<file path="config.mk">
export PLATFORM = sky130hd
export DESIGN_NAME = rtpt_ctrl
export DESIGN_NICKNAME = d
export VERILOG_FILES = /design/src/hw/rtl/rtpt_pkg.sv /design/src/hw/rtl/rtpt_ctrl.sv
export SDC_FILE = /design/constraint.sdc
export NUM_CORES = 1
export LEC_CHECK = 0
export BUFFER_PORTS_ARGS = -buffer_cell sky130_fd_sc_hd__buf_2
export CAP_MARGIN = 20
export CORE_AREA = 3 3 40 42
export CTS_CLUSTER_SIZE = 30
export DETAILED_ROUTE_END_ITERATION = 8
export DIE_AREA = 0 0 43 45
export PLACE_DENSITY = 0.41
export RECOVER_POWER = 25
export SLEW_MARGIN = 30
export SYNTH_ARGS = -nofsm -noshare
export SYNTH_HDL_FRONTEND = slang
export SYNTH_SLANG_ARGS = --single-unit
</file>
<file path="constraint.sdc">
create_clock -name clk -period 2.6 [get_ports clk]
set_input_delay 0.52 -clock clk [delete_from_list [all_inputs] [get_ports clk]]
set_output_delay 0.52 -clock clk [all_outputs]
set_load 0.02 [all_outputs]
</file>
<file path="src/hw/rtl/rtpt_pkg.sv">
package rtpt_pkg;

	localparam int unsigned TableEntries = 16;
	localparam int unsigned IdxW = 4;
	localparam int unsigned UidW = 64;
	localparam int unsigned BlkW = 56;
	localparam int unsigned CntW = 5;

	localparam logic [3:0] IdNone = 4'hF;
	localparam logic [14:0] IdMapMask = 15'h7FFF;

	typedef enum logic [1:0] {
		ST_FAIL    = 2'd0,
		ST_OK      = 2'd1,
		ST_PRESENT = 2'd2,
		ST_EXIT    = 2'd3
	} status_t;

	typedef enum logic [1:0] {
		EV_ADD    = 2'd0,
		EV_REMOVE = 2'd1,
		EV_ALL    = 2'd2,
		EV_FULL   = 2'd3
	} event_t;

	typedef enum logic {
		REG_RETRY_LIMIT = 1'b0,
		REG_EMPTY_LIMIT = 1'b1
	} reg_index_t;

	typedef enum logic [2:0] {
		S_IDLE,
		S_SCAN,
		S_SEEN_DONE,
		S_WALK,
		S_ROUND_DONE,
		S_EMIT
	} state_t;

	typedef struct packed {
		logic scan_step;
		logic seen_commit;
		logic walk_step;
		logic round_commit;
		logic load_in;
	} cmd_t;

	typedef struct packed {
		logic idx_last;
		logic ev_pending;
		logic ev_last;
		logic match_found;
	} sts_t;

	typedef struct packed {
		logic [1:0]      res;
		logic [BlkW-1:0] blk;
		logic [3:0]      id;
		logic            last;
	} result_t;

	typedef struct packed {
		logic            func;
		logic [UidW-1:0] tag_uid;
		logic            read_ok;
		logic [BlkW-1:0] block_data;
		logic [CntW-1:0] round_tag_count;
	} request_t;

endpackage

</file>
<file path="src/hw/rtl/rtpt_ctrl.sv">
module rtpt_ctrl
	import rtpt_pkg::*;
(
	input  logic clk,
	input  logic arst_n,
	input  logic in_valid,
	input  logic in_func,
	output logic in_ready,
	input  logic out_ready,
	output logic out_valid,
	input  sts_t sts,
	output cmd_t cmd
);

	state_t state_q, state_d;

	// next state
	always_comb begin
		state_d = state_q;
		unique case (state_q)
			S_IDLE: if (in_valid) state_d = in_func ? S_WALK : S_SCAN;
			S_SCAN: if (sts.idx_last || sts.match_found) state_d = S_SEEN_DONE;
			S_SEEN_DONE: state_d = S_EMIT;
			S_WALK: if (sts.idx_last) state_d = S_ROUND_DONE;
			S_ROUND_DONE: state_d = S_EMIT;
			S_EMIT: if (!sts.ev_pending || (out_ready && sts.ev_last)) state_d = S_IDLE;
			default: state_d = S_IDLE;
		endcase
	end

	// outputs
	always_comb begin
		cmd = '0;
		in_ready = 1'b0;
		out_valid = 1'b0;
		unique case (state_q)
			S_IDLE: begin
				in_ready = 1'b1;
				cmd.load_in = in_valid;
			end
			S_SCAN: cmd.scan_step = 1'b1;
			S_SEEN_DONE: cmd.seen_commit = 1'b1;
			S_WALK: cmd.walk_step = 1'b1;
			S_ROUND_DONE: cmd.round_commit = 1'b1;
			S_EMIT: out_valid = sts.ev_pending;
			default: ;
		endcase
	end

	always_ff @(posedge clk or negedge arst_n) begin
		if (!arst_n) state_q <= S_IDLE;
		else state_q <= state_d;
	end

endmodule

</file>
==> qor.yml <==
cts:
  cts.path.max_buffers: 2
  numCtsBuffers: 3
  holdBufCountCts: 0
  cts_root_buf: "clkbuf_4"
  htreeDepth: 1
  cts_setup_buffers: 0
  tritoncts: "built"
  clk_pin_slew_ns: 0.04
  worstSkewPairLatency_ns: 0.23
  clock-sinks: 3
  cts_resized: 0
power:
  pwr-share-seq: 0.294
  clkPwrFrac: 0.205
  leakage_nw: 0.162
  peakVddDrop_mv: 0.365
  powerDensity_nw_per_um2: 1170
  finalPower_mw: 0.391
  p_comb_frac: 0.502
  p_sw_frac: 0.462
  internal_power_mw: 0.211
  switchingPower_mw: 0.181
detailed_routing:
  antenna_left: 0
  num_vias: 254
  wl_um: 590
  viasPerCell: 4.46
  drc_errors: 0
  routedWlPerCell_um: 10.4
  drt_pass1_iterations: 4
  drt_iter0_drc: 3
setup_path:
  worstSetupEndpointType: "primary output"
  worst-setup-path-type: "reg -> out"
  arrival_ns: 1.28
  path_max_fanout: 9
  setup.worst_path.start_class: "flip-flop"
  cp_data_required_time_ns: 2.08
synth:
  ys_seq_elements: 3
  synth.avg_cell_area_sq_um: 9.28
  synth_cells: 24
  syn_nets: 33
  synth.distinct_cells: 15
  netlist_area_sq_um: 223
  synth_warnings: 0
  seq_area_frac_synth: 0.337
floorplanning:
  die_area_sq_um: 1940
  dieHeight_um: 45
  coreArea_sq_um: 1280
  ios: 16
  die-width_um: 43
  fp-row-count: 13
  start_util: 0.173
placement:
  portBuffers: 15
  place_hpwl_um: 485
  gp_congestion: 0.663
  place_inst: 53
final_layout:
  largest_reg_flops: 3
  reg_top3: "state_q: 3 flops"
  antenna_cells: 0
  nets: 52
  layout-drive-gt1-share: 0.452
  layout.cells.non_filler: 57
  fillers: 149
  multi_input_area_sq_um: 133
  final_cell_mix: "buf_2, nor3_1, nand2b_1, clkbuf_4, dfrtp_1"
  regMostFlops: "state_q"
  area_growth_pct: 50.0
  seq_area_sq_um: 75.1
  final_common_cell: "buf_2"
global_routing:
  grt_usage: 0.0743
  grt_start_max_net_pins: 10
  grt_pass1_wl_um: 931
  grt-ovfl-total: 0
  grt_pass1_vias: 226
  antenna_found_initial: 0
sta:
  hold_viol: 0
  worst_pin_slew_ns: 0.379
  max_freq_mhz: 555
  finalSetupViolCount: 0
  rsz0062_at_grt: "no"
  skew_ns: 0.000915
  period_minus_slack_ns: 1.80
  max-slew-margin-rel: 0.741
  final_max_slew_viol_count: 0
  fin_crit_sh: 0.692
  tns_ns: 0
worst_hold_path:
  worstHoldPathType: "in -> async"
status:
  outcome: "completed"
run:
  drv_cap: 0
logic make-up (layout without fill, tap and decap cells):
kind of cell | count (synthesis) | in the layout | share of synthesized area
DFF | 3 | 3 | 0.337
buffers and inverters | 3 | 21 | 0.0674
AOI/OAI and AO/OA | 7 | 7 | 0.287
and+or+nand+nor | 11 | 11 | 0.309
cell usage after synthesis (all sizes together):
| master | count | area share |
|---|---|---|
| nor2 | 1 | 0.017 |
| nand2b | 3 | 0.084 |
| a21boi | 1 | 0.084 |
| a2111oi | 1 | 0.039 |
| dfrtp | 3 | 0.34 |
| and4b | 1 | 0.062 |
| inv | 2 | 0.034 |
| a211oi | 1 | 0.034 |
| nor3 | 4 | 0.090 |
| a21oi | 2 | 0.045 |
| a311o | 1 | 0.045 |
| buf | 1 | 0.034 |
| o31a | 1 | 0.039 |
| and2 | 1 | 0.028 |
| and3 | 1 | 0.028 |
layer usage:
layer	part of all wire	GRT usage
met1	0.42	0.0655
met4	0.017	0.0904
met3	0.095	0.0598
met2	0.47	0.0958
met5	0	0
critical path, stage by stage, from the launching register on:
cell and delay (ns):
dfrtp_1 0.45, nor3_1 0.29, and2_1 0.16, buf_2 0.15
layout make-up:
type / instances / area share
inverter: 2 / 0.0225
tap: 15 / 0.0562
timing repair buffer: 15 / 0.221
sequential: 3 / 0.225
clock buffer: 4 / 0.0787
multi-input combinational: 18 / 0.397
final timing paths:
kind / start / end / slack (ns) / cells past startpoint
worst min-delay path: arst_n / state_q[2] / 0.09 / 1
worst min register to register: state_q[2] / state_q[1] / 0.62 / 1
max in group asynchronous: arst_n / state_q[1] / 2.36 / 1
min in group clk: state_q[2] / state_q[1] / 0.62 / 1
worst max-delay path: state_q[1] / cmd[0] / 0.80 / 3
worst max register to register: state_q[1] / state_q[2] / 1.33 / 3
per-stage QoR:
| stage | utilization | instance area (sq um) | setup WS [ns] | hold WS (ns) |
|---|---|---|---|---|
| after floorplan | - | 223 | 0.667 | 0.224 |
| after global placement | 0.241 | 309 | 1.05 | 0.316 |
| final | 0.260 | 334 | 0.800 | 0.0889 |
| after CTS | 0.261 | 335 | 0.782 | 0.0698 |
| after detailed placement | 0.241 | 309 | 1.04 | 0.319 |
| after global routing | 0.260 | 334 | 0.688 | 0.0825 |
power groups by stage:
stage	Sequential (mW)	Clock, mW	Combinational (mW)
4_1_cts	0.114	0.0856	0.202
5_1_grt	0.121	0.0932	0.217
3_3_place_gp	0.114	0	0.203
3_5_place_dp	0.114	0	0.201
2_1_floorplan	0.0941	0	0.160
6_report	0.115	0.0801	0.196
Power figures use the tool's default switching activity.
